==> config.mk <==
export PLATFORM = sky130hd
export DESIGN_NAME = ring_message_queue_with_front_post_core_flat
export DESIGN_NICKNAME = d
export VERILOG_FILES = /design/src/rtl/rmq_pkg.sv /design/src/rtl/rmq_if.sv /design/src/rtl/rmq_ram.sv /design/src/rtl/rmq_cfg.sv /design/src/rtl/rmq_ctrl.sv /design/src/rtl/ring_message_queue_with_front_post_core.sv /design/src/flat_wrapper.sv
export SDC_FILE = /design/constraint.sdc
export NUM_CORES = 1
export LEC_CHECK = 0
export BUFFER_PORTS_ARGS = -buffer_cell sky130_fd_sc_hd__buf_2
export CORE_UTILIZATION = 38
export DETAILED_ROUTE_END_ITERATION = 16
export PLACE_DENSITY = 0.57
export SYNTH_ARGS = -nofsm -noshare
export SYNTH_HDL_FRONTEND = slang
export SYNTH_SLANG_ARGS = --single-unit
==> constraint.sdc <==
create_clock -name clk_i -period 6.98 [get_ports clk_i]
set_input_delay 0.698 -clock clk_i [delete_from_list [all_inputs] [get_ports clk_i]]
set_output_delay 0.698 -clock clk_i [all_outputs]
set_load 0.005 [all_outputs]
==> src/rtl/rmq_pkg.sv <==
`timescale 1ns / 1ps
// ----------------------------------------------------------------------------
// rmq_pkg : shared types and constants of the ring message queue
// Request and result codes, default sizes and the register map.
// ----------------------------------------------------------------------------
package rmq_pkg;

  // Default sizes, handed to the top level parameters
  localparam int unsigned DepthDef    = 16;
  localparam int unsigned MsgWidthDef = 32;

  // Register map: one word per register, index taken from paddr[2]
  localparam int unsigned PaddrW      = 3;
  localparam int unsigned PdataW      = 32;
  localparam logic        RegQueueCap = 1'b0;

  // Request kinds
  typedef enum logic [1:0] {
    ACT_POST_BACK  = 2'd0,
    ACT_POST_FRONT = 2'd1,
    ACT_RECEIVE    = 2'd2,
    ACT_FLUSH      = 2'd3
  } action_e;

  // Result status
  typedef enum logic [1:0] {
    ST_OK    = 2'd0,
    ST_FULL  = 2'd1,
    ST_EMPTY = 2'd2
  } status_e;

  // Per-request control handed from the queue control to the result stage
  typedef struct packed {
    status_e status;
    logic    take;    // successful receive: message comes from the store
  } res_ctl_t;

endpackage

==> src/rtl/rmq_if.sv <==
`timescale 1ns / 1ps
// ----------------------------------------------------------------------------
// rmq_if : request and result channels of the ring message queue
// Valid/ready channels; a request or result moves when both are high.
// ----------------------------------------------------------------------------
interface rmq_req_if #(
  parameter int unsigned MsgW = rmq_pkg::MsgWidthDef
);
  logic              valid;
  logic              ready;
  rmq_pkg::action_e  action;
  logic [MsgW-1:0]   message_in;

  modport source (output valid, output action, output message_in, input ready);
  modport sink   (input valid, input action, input message_in, output ready);
endinterface

interface rmq_res_if #(
  parameter int unsigned MsgW = rmq_pkg::MsgWidthDef,
  parameter int unsigned CntW = $clog2(rmq_pkg::DepthDef + 1)
);
  logic              valid;
  logic              ready;
  rmq_pkg::status_e  status;
  logic [MsgW-1:0]   message_out;
  logic [CntW-1:0]   entry_count;

  modport source (output valid, output status, output message_out,
                  output entry_count, input ready);
  modport sink   (input valid, input status, input message_out,
                  input entry_count, output ready);
endinterface

==> src/rtl/rmq_ram.sv <==
`timescale 1ns / 1ps
// ----------------------------------------------------------------------------
// rmq_ram : generic simple dual-port RAM
// One write port, one read port with registered read data.
// ----------------------------------------------------------------------------
module rmq_ram #(
  parameter int unsigned Width = rmq_pkg::MsgWidthDef,
  parameter int unsigned Depth = rmq_pkg::DepthDef,
  localparam int unsigned AddrW = $clog2(Depth)
) (
  input  logic             clk_i,
  input  logic             we_i,
  input  logic [AddrW-1:0] waddr_i,
  input  logic [Width-1:0] wdata_i,
  input  logic             re_i,
  input  logic [AddrW-1:0] raddr_i,
  output logic [Width-1:0] rdata_o
);

  logic [Width-1:0] mem [Depth];
  logic [Width-1:0] rdata_q;

  // write port
  always_ff @(posedge clk_i) begin
    if (we_i) begin
      mem[waddr_i] <= wdata_i;
    end
  end

  // read port, data held until the next read
  always_ff @(posedge clk_i) begin
    if (re_i) begin
      rdata_q <= mem[raddr_i];
    end
  end

  assign rdata_o = rdata_q;

endmodule

==> src/rtl/rmq_cfg.sv <==
`timescale 1ns / 1ps
// ----------------------------------------------------------------------------
// rmq_cfg : configuration register block
// APB-style port holding the queue capacity register.
// ----------------------------------------------------------------------------
module rmq_cfg #(
  parameter int unsigned Depth = rmq_pkg::DepthDef,
  localparam int unsigned CntW = $clog2(Depth + 1)
) (
  input  logic                       clk_i,
  input  logic                       rst_ni,
  input  logic                       psel,
  input  logic                       penable,
  input  logic                       pwrite,
  input  logic [rmq_pkg::PaddrW-1:0] paddr,
  input  logic [rmq_pkg::PdataW-1:0] pwdata,
  output logic [rmq_pkg::PdataW-1:0] prdata,
  output logic                       pready,
  output logic [CntW-1:0]            cap_o
);

  logic [CntW-1:0] cap_q;
  logic            sel_cap;

  // word index lives in paddr[2]
  assign sel_cap = (paddr[2] == rmq_pkg::RegQueueCap);

  always_ff @(posedge clk_i or negedge rst_ni) begin
    if (!rst_ni) begin
      cap_q <= CntW'(Depth);
    end else if (psel && penable && pwrite && sel_cap) begin
      cap_q <= pwdata[CntW-1:0];
    end
  end

  // read back
  assign prdata = sel_cap ? rmq_pkg::PdataW'(cap_q) : '0;
  assign pready = 1'b1;
  assign cap_o  = cap_q;

endmodule

==> src/rtl/rmq_ctrl.sv <==
`timescale 1ns / 1ps
// ----------------------------------------------------------------------------
// rmq_ctrl : queue pointer and count control
// Head, tail and count registers; drives the ring store ports per request.
// ----------------------------------------------------------------------------
module rmq_ctrl #(
  parameter int unsigned Depth = rmq_pkg::DepthDef,
  localparam int unsigned AddrW = $clog2(Depth),
  localparam int unsigned CntW  = $clog2(Depth + 1),
  localparam int unsigned ExtW  = CntW + 1
) (
  input  logic              clk_i,
  input  logic              rst_ni,
  input  logic              fire_i,
  input  rmq_pkg::action_e  action_i,
  input  logic [CntW-1:0]   cap_i,
  output logic              ram_we_o,
  output logic [AddrW-1:0]  ram_waddr_o,
  output logic              ram_re_o,
  output logic [AddrW-1:0]  ram_raddr_o,
  output rmq_pkg::res_ctl_t ctl_o,
  output logic [CntW-1:0]   count_o
);

  logic [AddrW-1:0] head_q, head_d;
  logic [AddrW-1:0] tail_q, tail_d;
  logic [CntW-1:0]  count_q, count_d;
  logic [CntW-1:0]  cap_eff;
  logic             full;
  logic             empty;
  logic [AddrW-1:0] head_next;
  logic [AddrW-1:0] tail_next;
  logic [AddrW-1:0] head_prev;

  // step a pointer forward, wrapping at the capacity
  function automatic logic [AddrW-1:0] advance(input logic [AddrW-1:0] idx,
                                               input logic [CntW-1:0]  cap);
    logic [ExtW-1:0] nxt;
    nxt = ExtW'(idx) + ExtW'(1);
    return (nxt >= ExtW'(cap)) ? '0 : nxt[AddrW-1:0];
  endfunction

  // capacity clamped to 1..Depth
  always_comb begin
    if (cap_i == '0) begin
      cap_eff = CntW'(1);
    end else if (cap_i > CntW'(Depth)) begin
      cap_eff = CntW'(Depth);
    end else begin
      cap_eff = cap_i;
    end
  end

  assign full      = (count_q >= cap_eff);
  assign empty     = (count_q == '0);
  assign head_next = advance(head_q, cap_eff);
  assign tail_next = advance(tail_q, cap_eff);

  // head stepped back; from entry 0 or beyond capacity it goes to the top
  always_comb begin
    if (head_q == '0 || ExtW'(head_q) >= ExtW'(cap_eff)) begin
      head_prev = AddrW'(cap_eff - CntW'(1));
    end else begin
      head_prev = head_q - AddrW'(1);
    end
  end

  // next state and store access per request
  always_comb begin
    head_d       = head_q;
    tail_d       = tail_q;
    count_d      = count_q;
    ram_we_o     = 1'b0;
    ram_waddr_o  = tail_q;
    ram_re_o     = 1'b0;
    ctl_o.status = rmq_pkg::ST_OK;
    ctl_o.take   = 1'b0;
    case (action_i)
      rmq_pkg::ACT_POST_BACK: begin
        if (full) begin
          ctl_o.status = rmq_pkg::ST_FULL;
        end else begin
          ram_we_o = fire_i;
          tail_d   = tail_next;
          count_d  = count_q + CntW'(1);
        end
      end
      rmq_pkg::ACT_POST_FRONT: begin
        ram_waddr_o = head_prev;
        if (full) begin
          ctl_o.status = rmq_pkg::ST_FULL;
        end else begin
          ram_we_o = fire_i;
          head_d   = head_prev;
          count_d  = count_q + CntW'(1);
        end
      end
      rmq_pkg::ACT_RECEIVE: begin
        if (empty) begin
          ctl_o.status = rmq_pkg::ST_EMPTY;
        end else begin
          ram_re_o   = fire_i;
          ctl_o.take = 1'b1;
          head_d     = head_next;
          count_d    = count_q - CntW'(1);
        end
      end
      default: begin
        head_d  = '0;
        tail_d  = '0;
        count_d = '0;
      end
    endcase
  end

  assign ram_raddr_o = head_q;
  assign count_o     = count_d;

  always_ff @(posedge clk_i or negedge rst_ni) begin
    if (!rst_ni) begin
      head_q  <= '0;
      tail_q  <= '0;
      count_q <= '0;
    end else if (fire_i) begin
      head_q  <= head_d;
      tail_q  <= tail_d;
      count_q <= count_d;
    end
  end

endmodule

==> src/rtl/ring_message_queue_with_front_post_core.sv <==
`timescale 1ns / 1ps
// ----------------------------------------------------------------------------
// ring_message_queue_with_front_post_core : ring message queue, top level
// Circular queue with post at tail, post at front, receive and flush.
//
//   channel  dir  handshake        payload
//   req_i    in   valid / ready    action, message_in
//   res_o    out  valid / ready    status, message_out, entry_count
//   apb      in   psel / penable   paddr, pwdata, prdata (queue_capacity)
//
// One request per cycle; each result appears the cycle after its request.
// The single result register is refilled in the cycle it is taken, so a
// stall on res_o holds req_i.ready low only while a result is waiting.
// Head, tail, count and capacity reset to zero, zero, zero and DEPTH; the ring
// store is not cleared. The store read is registered and doubles as the
// message part of the result register.
// ----------------------------------------------------------------------------
module ring_message_queue_with_front_post_core #(
  parameter int unsigned DEPTH     = rmq_pkg::DepthDef,
  parameter int unsigned MSG_WIDTH = rmq_pkg::MsgWidthDef,
  localparam int unsigned AddrW = $clog2(DEPTH),
  localparam int unsigned CntW  = $clog2(DEPTH + 1)
) (
  input  logic                       clk_i,
  input  logic                       rst_ni,
  rmq_req_if.sink                    req_i,
  rmq_res_if.source                  res_o,
  input  logic                       psel,
  input  logic                       penable,
  input  logic                       pwrite,
  input  logic [rmq_pkg::PaddrW-1:0] paddr,
  input  logic [rmq_pkg::PdataW-1:0] pwdata,
  output logic [rmq_pkg::PdataW-1:0] prdata,
  output logic                       pready
);

  logic              fire;
  logic [CntW-1:0]   cap;
  logic              ram_we;
  logic [AddrW-1:0]  ram_waddr;
  logic              ram_re;
  logic [AddrW-1:0]  ram_raddr;
  logic [MSG_WIDTH-1:0] ram_rdata;
  rmq_pkg::res_ctl_t ctl;
  logic [CntW-1:0]   count;

  logic              out_valid_q;
  rmq_pkg::status_e  status_q;
  logic              take_q;
  logic [CntW-1:0]   count_q;

  // request accepted whenever the result slot is free or being emptied
  assign req_i.ready = !out_valid_q || res_o.ready;
  assign fire        = req_i.valid && req_i.ready;

  rmq_cfg #(
    .Depth (DEPTH)
  ) u_cfg (
    .clk_i   (clk_i),
    .rst_ni  (rst_ni),
    .psel    (psel),
    .penable (penable),
    .pwrite  (pwrite),
    .paddr   (paddr),
    .pwdata  (pwdata),
    .prdata  (prdata),
    .pready  (pready),
    .cap_o   (cap)
  );

  rmq_ctrl #(
    .Depth (DEPTH)
  ) u_ctrl (
    .clk_i       (clk_i),
    .rst_ni      (rst_ni),
    .fire_i      (fire),
    .action_i    (req_i.action),
    .cap_i       (cap),
    .ram_we_o    (ram_we),
    .ram_waddr_o (ram_waddr),
    .ram_re_o    (ram_re),
    .ram_raddr_o (ram_raddr),
    .ctl_o       (ctl),
    .count_o     (count)
  );

  rmq_ram #(
    .Width (MSG_WIDTH),
    .Depth (DEPTH)
  ) u_ring (
    .clk_i   (clk_i),
    .we_i    (ram_we),
    .waddr_i (ram_waddr),
    .wdata_i (req_i.message_in),
    .re_i    (ram_re),
    .raddr_i (ram_raddr),
    .rdata_o (ram_rdata)
  );

  // result valid flag
  always_ff @(posedge clk_i or negedge rst_ni) begin
    if (!rst_ni) begin
      out_valid_q <= 1'b0;
    end else if (fire) begin
      out_valid_q <= 1'b1;
    end else if (res_o.ready) begin
      out_valid_q <= 1'b0;
    end
  end

  // result payload
  always_ff @(posedge clk_i) begin
    if (fire) begin
      status_q <= ctl.status;
      take_q   <= ctl.take;
      count_q  <= count;
    end
  end

  assign res_o.valid       = out_valid_q;
  assign res_o.status      = status_q;
  assign res_o.message_out = take_q ? ram_rdata : '0;
  assign res_o.entry_count = count_q;

endmodule

==> src/flat_wrapper.sv <==
// flat-port wrapper written by rule: the top's interface ports become plain ports
module ring_message_queue_with_front_post_core_flat 
#(
  parameter int unsigned DEPTH     = rmq_pkg::DepthDef,
  parameter int unsigned MSG_WIDTH = rmq_pkg::MsgWidthDef,
  localparam int unsigned AddrW = $clog2(DEPTH),
  localparam int unsigned CntW  = $clog2(DEPTH + 1)
)
  (clk_i, rst_ni, psel, penable, pwrite, paddr, pwdata, prdata, pready, req_i_valid, req_i_action, req_i_message_in, req_i_ready, res_o_valid, res_o_status, res_o_message_out, res_o_entry_count, res_o_ready);
  rmq_req_if req_i_i ();
  rmq_res_if res_o_i ();
  input  logic clk_i;
  input  logic rst_ni;
  input  logic psel;
  input  logic penable;
  input  logic pwrite;
  input  logic [rmq_pkg::PaddrW-1:0] paddr;
  input  logic [rmq_pkg::PdataW-1:0] pwdata;
  output logic [rmq_pkg::PdataW-1:0] prdata;
  output logic pready;
  input wire logic [$bits(req_i_i.valid)-1:0] req_i_valid;
  input wire logic [$bits(req_i_i.action)-1:0] req_i_action;
  input wire logic [$bits(req_i_i.message_in)-1:0] req_i_message_in;
  output wire logic [$bits(req_i_i.ready)-1:0] req_i_ready;
  output wire logic [$bits(res_o_i.valid)-1:0] res_o_valid;
  output wire logic [$bits(res_o_i.status)-1:0] res_o_status;
  output wire logic [$bits(res_o_i.message_out)-1:0] res_o_message_out;
  output wire logic [$bits(res_o_i.entry_count)-1:0] res_o_entry_count;
  input wire logic [$bits(res_o_i.ready)-1:0] res_o_ready;
  assign req_i_i.valid = req_i_valid;
  assign req_i_i.action = req_i_action;
  assign req_i_i.message_in = req_i_message_in;
  assign req_i_ready = req_i_i.ready;
  assign res_o_valid = res_o_i.valid;
  assign res_o_status = res_o_i.status;
  assign res_o_message_out = res_o_i.message_out;
  assign res_o_entry_count = res_o_i.entry_count;
  assign res_o_i.ready = res_o_ready;
  ring_message_queue_with_front_post_core #(.DEPTH(DEPTH), .MSG_WIDTH(MSG_WIDTH)) u_core (.clk_i(clk_i), .rst_ni(rst_ni), .req_i(req_i_i), .res_o(res_o_i), .psel(psel), .penable(penable), .pwrite(pwrite), .paddr(paddr), .pwdata(pwdata), .prdata(prdata), .pready(pready));
endmodule
# [Yosys cells after proc, flatten, opt, wreduce, memory -nomap -nowiden]
# Memory sizes are Yosys's and may differ from the RTL's. A register that Yosys moved wholly into a read port is not among the register bits.
# Cells that the tools add are included.
[word_totals] ff_bits=27 ramBits=512 inputBits=76 output_inout_bits=74 elab_cells=72 mem_count=1
[memory_table] name="u_core.u_ring.mem" depth=16 word_bits=32 rd=1 rd_clocked_by_memory_dff=1 write_ports=1 line="rmq_ram.sv:20" rtl="logic [Width-1:0] mem [Depth];"
[classes] add_sub_neg=6 order_cmp=5 eq_ne=5 mux=28 bitwise=3 n_reduce_logical=16
[op_table] operator="32-bit two-way mux" count=1
[op_table] operator="4-bit two-way mux" count=7
[op_table] operator="5-bit two-way mux" count=5
[op_table] operator="5-bit >= comparator" count=3
[op_table] operator="4-bit one-hot mux with 3 select lines" count=1
[op_table] operator="4-bit by 1-bit adder with 5-bit output, second input constant" count=2
[op_table] operator="5-bit zero test" count=2
[op_table] operator="1-bit two-way mux" count=10
[op_table] operator="5-bit one-hot mux with 2 select lines" count=1
[op_table] operator="4-bit one-hot mux with 2 select lines" count=1
[op_table] operator="4-bit by 1-bit subtractor with 4-bit output, second input constant" count=2
[op_table] operator="2-bit inequality test, second input constant" count=3
[op_table] operator="5-bit by 1-bit adder with 5-bit output, second input constant" count=1
[op_table] operator="4-bit by 5-bit >= comparator with 1-bit output" count=1
[op_table] operator="5-bit > comparator, second input constant" count=1
[op_table] operator="5-bit by 1-bit subtractor with 5-bit output, second input constant" count=1
[op_table] operator="1-bit logical AND" count=4
[op_table] operator="4-bit zero test" count=1
[op_table] operator="2-bit one-hot mux with 2 select lines" count=1
[op_table] operator="4-bit AND reduction" count=1
[op_table] operator="2-bit OR reduction" count=2
[op_table] operator="1-bit NOT" count=3
[op_table] operator="3-bit AND reduction" count=1
[op_table] operator="2-bit by 1-bit == test with 1-bit output, second input constant" count=1
[op_table] operator="6 further kinds" count=7

# [Longest topological paths before layout]
# Gate-level depths: netlist of run 1.
[depth] ltp_word=8 mapped_depth=16 ltp_nobuf=15

# [Hierarchy]
# Synthesis of run 1 repeated with hierarchy kept, for this count alone.
[hier_totals] cells_unflattened=1136 hier_area_um2=22902.0
[by_module_without_submodules] module="rmq_ram" instances=1 cells_per_inst=838 area_per_inst_um2=20174.3 seq_area_each_um2=16335.7
[by_module_without_submodules] module="rmq_ctrl" instances=1 cells_per_inst=205 area_per_inst_um2=1720.4 seq_area_each_um2=325.3
[by_module_without_submodules] module="ring_message_queue_with_front_post_core" instances=1 cells_per_inst=47 area_per_inst_um2=539.3 seq_area_each_um2=265.3
[by_module_without_submodules] module="rmq_cfg" instances=1 cells_per_inst=46 area_per_inst_um2=467.9 seq_area_each_um2=126.4

# [Worst setup path after synthesis of run 1]
# No wires, ideal clock.
[synth_path] kind="register -> register" start="reg u_core.u_ctrl.head_q[1] (netlist: u_core.u_ctrl.ram_raddr_o[1])" end="mem u_core.u_ring.mem[1][0] in the netlist's numbering (enable)" setup_time_ps=522 arrival_ps=6640 t_required_ps=6458 setup_slack_ps=-182 path_stages_with_launch=16 path_buffers=3 synth_period_minus_slack_ps=7162 cell_sequence="dfrtp_1 -> clkbuf_1 -> clkbuf_1 -> clkbuf_1 -> inv_1 -> ha_1 -> nor3b_2 -> a21o_1 -> a21oi_1 -> a21oi_1 -> ha_1 -> nand2_1 -> o21ai_0 -> nor4b_1 -> o21ai_0 -> a2111oi_1"
[synth_between] elab_chain_len=4 word_cells_on_any_way=6 cone_classes="add/sub (1); order compare (1); mux (2); reduce/logical (2)"
[synth_rtl] element="start: declaration" line="rmq_ctrl.sv:25" rtl="logic [AddrW-1:0] head_q, head_d;"
[synth_rtl] element="start signal: assignment" line="rmq_ctrl.sv:121" rtl="head_q <= '0;"
[synth_rtl] element="start signal: assignment" line="rmq_ctrl.sv:125" rtl="head_q <= head_d;"
[synth_rtl] element="4-bit by 5-bit >= comparator with 1-bit output / 4-bit zero test (equally long branches)" line="rmq_ctrl.sv:61" rtl="if (head_q == '0 || ExtW'(head_q) >= ExtW'(cap_eff)) begin"
[synth_rtl] element="1-bit logical OR" line="rmq_ctrl.sv:61"
[synth_rtl] element="4-bit two-way mux (*)" line="rmq_ctrl.sv:61"
[synth_rtl] element="4-bit two-way mux (*)" line="rmq_ctrl.sv:78" rtl="case (action_i)"
[synth_rtl] element="end: declaration" line="rmq_ram.sv:20"
# Mark *: on every way between the ends. The rest lies on a longest branch, timed or not.

# [Worst setup path in the final report of run 1]
[layout_path] start="reg u_core.u_ctrl.head_q[0] (netlist: u_core.u_ctrl.ram_raddr_o[0])" end="mem u_core.u_ring.mem[9][25] in the netlist's numbering (enable)"
# The elaborated chain is that of the path after synthesis.

==> results of run 1 <==
[sequential cells by signal, indices dropped and copies added (netlist names)]
signal and cells:
u_core.u_ring.rdata_o 32, u_core.take_q 1, u_core.res_o.valid 1, u_core.u_ctrl.tail_q 4, u_core.u_ctrl.ram_raddr_o 4, u_core.res_o.status 2, u_core.res_o.entry_count 5, u_core.u_cfg.cap_o 5
u_core.u_ctrl.count_q 5, u_core.u_ring.mem 512
[layout by cell type (no fill, tap or decap), types with 5 or more instances in the layout]
cell type,netlist,routed
mux2_2,5,5
nand2b_1,10,10
nand2_1,24,24
nor2_1,21,20
clkbuf_1,36,6
and2_1,32,32
buf_4,28,30
nand3_1,7,7
edfxtp_1,552,552
xor2_1,6,6
a21o_1,6,6
nor3_2,0,8
a21oi_1,14,10
mux4_2,160,160
ha_1,29,29
nor2b_1,9,9
o211ai_1,9,9
o21ai_0,12,12
clkinv_2,0,16
nor3_1,15,7
inv_1,19,19
clkbuf_16,0,58
bufinv_16,0,10
dfrtp_1,18,14
buf_2,8,92
conb_1,2,28
clkinv_1,0,11
[kinds of logic after synthesis]
logic type | synth area share, %
DFF | 74.21
muxes | 15.93
and+or+nand+nor | 3.223
buffers and inverters | 2.151
AOI/OAI and AO/OA | 2.537
adders and majority gates | 1.579
xor gates and xnor gates | 0.3430
other | 0.03268
[metrics by stage]
| step | util, % | worst slack (ns) | cells |
|---|---|---|---|
| after floorplan | - | 1.237 | 1118 |
| after global placement | 41.23 | 1.859 | 1933 |
| after detailed placement | 41.23 | 1.792 | 1933 |
| after CTS | 44.59 | 1.817 | 2042 |
| after global routing | 44.59 | 1.378 | 2042 |
| final | 44.60 | 1.933 | 2044 |
[worst max-delay path, delay by kind of cell, from the launching register on]
| kind | cells | cell delay [ns] |
|---|---|---|
| compound gates | 6 | 1.94 |
| fa+ha+maj | 2 | 0.70 |
| buf+inv | 2 | 0.59 |
| flops | 1 | 0.93 |
| simple gates | 3 | 0.54 |
[metal layers]
layer / wire length, um / vias to the layer above
met2: 24060 / 254
met5: 53 / -
li1: - / 4737
met3: 2579 / 75
met4: 959 / 8
met1: 21280 / 5773
[final cells by class]
| cell class | count | area (um2) | share of cell area, % |
|---|---|---|---|
| clock buffers | 64 | 1474 | 5.568 |
| flip-flops and latches | 571 | 17060 | 64.46 |
| repair buffers | 122 | 685.7 | 2.590 |
| inverters | 19 | 71.32 | 0.2694 |
| diodes | 2 | 5.005 | 0.01891 |
| clock inverters | 45 | 520.5 | 1.966 |
| well taps | 773 | 967.2 | 3.654 |
| multi-input cells | 448 | 5683 | 21.47 |
[power breakdown]
| group | total, W | switching [W] | leakage [nW] | internal, W |
|---|---|---|---|---|
| Sequential | 0.00404 | 0.000112 | 5.21 | 0.00393 |
| Clock | 0.00322 | 0.00132 | 0.977 | 0.00190 |
| Combinational | 0.00179 | 0.000913 | 2.30 | 0.000873 |
[how the worst min path moves through the flow]
stage                                         from                             endpoint  depth (start not counted)
global route                                rst_ni  u_core.u_ctrl.tail_q[1]$_DFFE_PN0P_                          1
global placement    u_core.res_o.valid$_DFFE_PN0P_       u_core.res_o.valid$_DFFE_PN0P_                          2
CTS                                         rst_ni  u_core.u_ctrl.tail_q[1]$_DFFE_PN0P_                          1
finish                                      rst_ni  u_core.u_ctrl.tail_q[1]$_DFFE_PN0P_                          1
detailed placement  u_core.res_o.valid$_DFFE_PN0P_       u_core.res_o.valid$_DFFE_PN0P_                          2
floorplan                                   rst_ni       u_core.res_o.valid$_DFFE_PN0P_                          0
==> reports/results.ini, run 1 <==
[global_routing]
track_usage_pct = 16.31
use_met2_pct = 26.68
busiest_layer = met2
grt_pass1_wl_um = 72860
antenna_found_initial = 7
grt_use_met1_pct = 22.30
grt-ovfl-total = 0
grt_pass1_vias = 11220
grt_use_met3_pct = 3.114
grt_max_degree = 69

[worst_setup_path]
critPathLaunchType = flip-flop
ff2ff_path_depth = 13
endpoint_kind = flip-flop
required_ns = 7.27
endpoint = u_core.u_ring.mem[9][25]$_DFFE_PP_
reg2reg_to = u_core.u_ring.mem[9][25]$_DFFE_PP_
r2r_setup_slack_ns = 1.93
cp_cell_sequence = inv_1, ha_1, nor2b_1, o21ai_1, a21oi_1, a21oi_1, ha_1, nand2_1, o21ai_0, nor4b_1, o21ai_0, a21oi_4, buf_4
cp.arrival_ns = 5.33
startpoint = u_core.u_ctrl.ram_raddr_o[0]$_DFFE_PN0P_
max_stage_delay_ns = 0.93
rr_startpoint = u_core.u_ctrl.ram_raddr_o[0]$_DFFE_PN0P_
path_class = flip-flop to flip-flop
path_max_fanout = 42
critPathSlowestCell = dfrtp_4

[cells_and_area]
num-fill-cells = 4996
post_route_cells_drive_above_1_share_pct = 31.84
final_area_um2 = 26470
syn_to_final_growth_pct = 15.19
fin_nets = 1325

[cts]
clk_latency_ns = 0.63
postCtsResizedCells = 0
numCtsBuffers = 58
cts_tree = built
cts.sinks = 571
cts-root-buf = clkbuf_16
path_clk_slew_ns = 0.06
clockBufferDepth = 3
cts_max_level = 2
ctsHoldBuffers = 0
post_cts_buffers = 0

[synthesis]
syn_area_per_cell_um2 = 21.04
netlist_area_um2 = 22980
synthArstFlopShare_pct = 3.327
ys_top_cells_by_count = edfxtp_1, mux4_2, clkbuf_1
synth_edf_count = 552
synth_area_leaders = edfxtp_1, mux4_2, dfrtp_1
ys_ff_latch = 571
ys_seq_area_share_pct = 74.21
yosysTopAreaCell = edfxtp_1
yosysMostFrequentCell = edfxtp_1
synthCells = 1092
synth_cell_types = 58
synth_top_area_share_pct = 72.13
synth_ff_type = edfxtp_1
ys_warn_count = 0

[timing]
tightest_slew_ns = 1.099
final.setup.tns_ns = 0
fin_skew_ns = 0.03399
rsz0062_at_grt = no
fin_crit_sh_pct = 72.31
setup_viol = 0
finalMaxSlewViolations = 0
fmax_mhz = 198.1
max_slew_margin_pct = 26.75
holdWs_ns = 0.05386
final-hold-violation-count = 0
period_minus_slack_ns = 5.047

[die]
io_pins = 150
start_util_pct = 38.72
die_area_um2 = 61460
coreArea_um2 = 59350
die_x_um = 247.9
rows = 89
die_h_um = 247.9

[pwr]
p_leak_nw = 8.492
power_density_nw_per_um2 = 341.7
finalPower_w = 0.009044
ir_worst_vdd_v = 0.0002410

[route]
viasPerCell = 5.307
post-route-drc-count = 0
dr.pass1.iters = 5
post_drt_wl_per_cell_um = 23.94
dr.first_iter.drc_count = 781
drt_wl_total_um = 48940
via_count = 10850
ant_nets = 0

[placed_design]
place_area_um2 = 24470
place_congestion = 0.7839
io_buffers = 92
dp_hpwl_um = 25770

[hold_path]
hold_class = input port to async pin

[run]
cap_violations = 0

[run_status]
status = finished clean

(Power assumes the default switching activity.)
==> run 2, diff against run 1 <==
--- a/config.mk
+++ b/config.mk
@@ -5,10 +5,11 @@
 export SDC_FILE = /design/constraint.sdc
 export NUM_CORES = 1
 export LEC_CHECK = 0
+export ABC_AREA = 1
 export BUFFER_PORTS_ARGS = -buffer_cell sky130_fd_sc_hd__buf_2
 export CORE_UTILIZATION = 38
 export DETAILED_ROUTE_END_ITERATION = 16
-export PLACE_DENSITY = 0.57
+export PLACE_DENSITY = 0.55
 export SYNTH_ARGS = -nofsm -noshare
 export SYNTH_HDL_FRONTEND = slang
 export SYNTH_SLANG_ARGS = --single-unit
==> constraint.sdc (replaced) <==
create_clock -name clk_i -period 5.2 [get_ports clk_i]
set_input_delay 0.52 -clock clk_i [delete_from_list [all_inputs] [get_ports clk_i]]
set_output_delay 0.52 -clock clk_i [all_outputs]
set_load 0.005 [all_outputs]
==> run 2 against run 1 <==
Against the previous run:
- flip-flop and latch count did not move
- clock power grew 28%
- non-clock buffer count is 5 higher
- sequential share of layout area decreased by 0.59 points
- die area rose by 2.1%
- critical endpoint is now u_core.u_ring.mem[10][23]$_DFFE_PP_
- largest cell class unchanged
- largest power group unchanged
- highest routed layer unchanged
==> reports/results.ini, run 2 <==
[timing]
final-hold-violation-count = 0  ; unchanged
setup_viol = 0  ; unchanged
final.setup.tns_ns = 0  ; unchanged
tightest_slew_ns = 1.192  ; +0.09331 ns
period_minus_slack_ns = 4.010  ; -1.037 ns
fmax_mhz = 249.4  ; +26%
fin_crit_sh_pct = 77.11  ; +4.8 points
fin_skew_ns = 0.01333  ; -0.02066 ns
max_slew_margin_pct = 20.34  ; -6.4 points
rsz0062_at_grt = no
finalMaxSlewViolations = 0  ; unchanged

[global_routing]
track_usage_pct = 18.54  ; +2.2 points
grt_pass1_wl_um = 88560  ; +22%
antenna_found_initial = 5  ; -2
grt_max_degree = 209  ; +200%
grt_pass1_vias = 14610  ; +30%
grt-ovfl-total = 0  ; unchanged

[hold_path]
min_to = u_core.u_cfg.cap_o[4]$_DFFE_PN1P_
worstHoldStart = pwdata[4]
hold_class = input port to flip-flop
hold_depth = 3

[cells_and_area]
seq_area_um2 = 17060  ; unchanged
final_cell_mix = edfxtp_1, nor2_1, o21ai_0, o22ai_1, nand2_1
largest_reg_flops = 512  ; unchanged
final_cells = 2776  ; +36%
multi_input_area_um2 = 5600  ; -1.5%
regMostFlops = u_core.u_ring.mem
fin_nets = 2048  ; +55%
final_common_cell = edfxtp_1
post_route_cells_drive_above_1_share_pct = 12.86  ; -19 points
syn_to_final_growth_pct = 13.85
num-fill-cells = 5523  ; +11%

[synthesis]
ys_ff_latch = 571  ; unchanged
synthCells = 1871  ; +71%
ys_seq_area_share_pct = 72.68  ; -1.5 points
yosysTopAreaCell = edfxtp_1
ys_top_cells_by_count = edfxtp_1, nor2_1, o21ai_0
synth_edf_count = 552  ; unchanged
yosysMostFrequentCell = edfxtp_1
ys_warn_count = 0  ; unchanged
synth_cell_types = 37  ; -36%
synth_area_leaders = edfxtp_1, o21ai_0, nor2_1
syn_area_per_cell_um2 = 12.54  ; -40%
synth_top_area_share_pct = 70.65  ; -1.5 points
synth_ff_type = edfxtp_1
synthArstFlopShare_pct = 3.327  ; unchanged
netlist_area_um2 = 23460  ; +2.1%

[route]
ant_nets = 0  ; unchanged
dr.max_layer_used = met5
dr.pass1.iters = 7  ; +2
post_drt_wl_per_cell_um = 20.92  ; -13%
via_count = 14870  ; +37%
dr.first_iter.drc_count = 1053  ; +35%
met2_length_um = 28450  ; +18%
wl_met3_um = 2783  ; +7.9%
viasPerCell = 5.358  ; +0.97%
wl_met1_um = 25730  ; +21%
post-route-drc-count = 0  ; unchanged
drt_wl_total_um = 58070  ; +19%

[cts]
numCtsBuffers = 58  ; unchanged
clockBufferDepth = 3  ; unchanged
cts.sinks = 571  ; unchanged
cts_tree = built
cts_max_level = 2  ; unchanged
post_cts_buffers = 0  ; unchanged
clk_latency_ns = 0.62  ; about the same
path_clk_slew_ns = 0.06  ; about the same
cts-root-buf = clkbuf_16

[die]
die_h_um = 250.5  ; +1.0%
start_util_pct = 38.66  ; -0.061 points
io_pins = 150  ; unchanged
die_x_um = 250.5  ; +1.0%
die_area_um2 = 62740  ; +2.1%
coreArea_um2 = 60700  ; +2.3%
rows = 90  ; +1.1%

[placed_design]
place_congestion = 0.7999  ; +2.0%
io_buffers = 92  ; unchanged
dp_hpwl_um = 30610  ; +19%
post-place-cells = 2664  ; +38%

[worst_setup_path]
rr_startpoint = u_core.u_cfg.cap_o[4]$_DFFE_PN1P_
endpoint_kind = flip-flop
r2r_setup_slack_ns = 1.19  ; -0.74 ns
critPathLaunchType = flip-flop
path_class = flip-flop to flip-flop
ff2ff_path_depth = 15  ; +2
cp.arrival_ns = 4.32  ; -1.01 ns
required_ns = 5.51  ; -1.76 ns
path_max_fanout = 17  ; -60%
reg2reg_to = u_core.u_ring.mem[10][23]$_DFFE_PP_

[pwr]
finalPower_w = 0.01370  ; +51%
p_leak_nw = 9.412  ; +11%
ir_worst_vdd_v = 0.0003651  ; +52%
power_density_nw_per_um2 = 512.8  ; +50%

[run_status]
status = finished clean

[run]
cap_violations = 0  ; unchanged

## run 2: changes by cell type in the layout (fill, tap and decap cells not counted), sizes merged, moves of 32 or more
cell   before  now
o22ai       3  151
inv        21   86
nor2       21  349
o21ai      14  319
mux4      160    0
nand2      24  120
and2       32    0
## run 2: worst max-delay path by stage
stage,endpoint,depth (start not counted),startpoint,slack [ns]
2_1_floorplan,u_core.u_ring.mem[2][0]$_DFFE_PP_,16,u_core.u_ctrl.ram_raddr_o[0]$_DFFE_PN0P_,1.0
3_3_place_gp,u_core.u_ring.mem[10][21]$_DFFE_PP_,15,u_core.u_cfg.cap_o[4]$_DFFE_PN1P_,1.18
3_5_place_dp,u_core.u_ring.mem[10][20]$_DFFE_PP_,15,u_core.u_cfg.cap_o[4]$_DFFE_PN1P_,1.18
4_1_cts,u_core.u_ring.mem[10][24]$_DFFE_PP_,15,u_core.u_cfg.cap_o[4]$_DFFE_PN1P_,1.15
5_1_grt,u_core.u_ring.mem[10][24]$_DFFE_PP_,12,u_core.u_cfg.cap_o[4]$_DFFE_PN1P_,0.85
6_report,u_core.u_ring.mem[10][23]$_DFFE_PP_,15,u_core.u_cfg.cap_o[4]$_DFFE_PN1P_,1.19
## run 2: logic make-up (layout without fill, tap and decap cells)
family	after synthesis	in the layout	share of synthesized area (%)
and+or+nand+nor	516	516	8.916
DFF	571	571	72.68
xor gates and xnor gates	7	7	0.2613
buffers and inverters	226	320	4.410
other	2	31	0.03201
AOI/OAI and AO/OA	520	520	12.15
adders and majority gates	29	29	1.547
## run 2: where the power goes
group | total [W] | internal (W) | switching (W)
Sequential | 0.00556 | 0.00539 | 0.000170
Combinational | 0.00401 | 0.00124 | 0.00277
Clock | 0.00412 | 0.00238 | 0.00174
## run 2: stage by stage
step	worst slack, ns	util [%]	cell area, um2	hold WS (ns)
detailed placement	1.176	40.89	24820	0.4965
floorplan	0.9970	-	23560	0.2244
global route	0.8505	44.01	26710	0.1295
global placement	1.183	40.89	24820	0.4997
CTS	1.145	44.00	26710	0.1191
finish	1.190	44.01	26710	0.1473
## run 2: routing by layer
| layer | track usage [%] | vias to the layer above |
|---|---|---|
| li1 | - | 6911 |
| met1 | 24.79 | 7536 |
| met2 | 31.45 | 342 |
| met3 | 2.691 | 81 |
| met4 | 5.118 | 4 |
| met5 | 0 | - |
## run 2: critical path, stage by stage, from the launching register on
cell and delay (ns):
dfstp_2 0.60, inv_1 0.11, nand2_1 0.24, ha_1 0.30, nand2_1 0.07, nand2_1 0.05
nand2_1 0.15, nand3_2 0.13, nand2_1 0.10, nand2_2 0.08, ha_1 0.31, o21a_1 0.18
nor2_1 0.14, nand2_1 0.25, nor2_4 0.70, buf_12 0.27
## run 2: layout make-up
cell class	count	area share (%)
Sequential cell	571	63.87
Multi-Input combinational cell	1100	20.96
Clock buffer	69	5.705
Tap cell	782	3.663
Timing Repair Buffer	127	3.232
Clock inverter	39	1.316
Inverter	85	1.218
Antenna cell	3	0.02810
## run 2: what timing repair did
action / 4_1_cts / 5_1_grt
gates resized for setup: 0 / 0
hold endpoints to repair: 18 / 0
hold buffers: 1 / 0
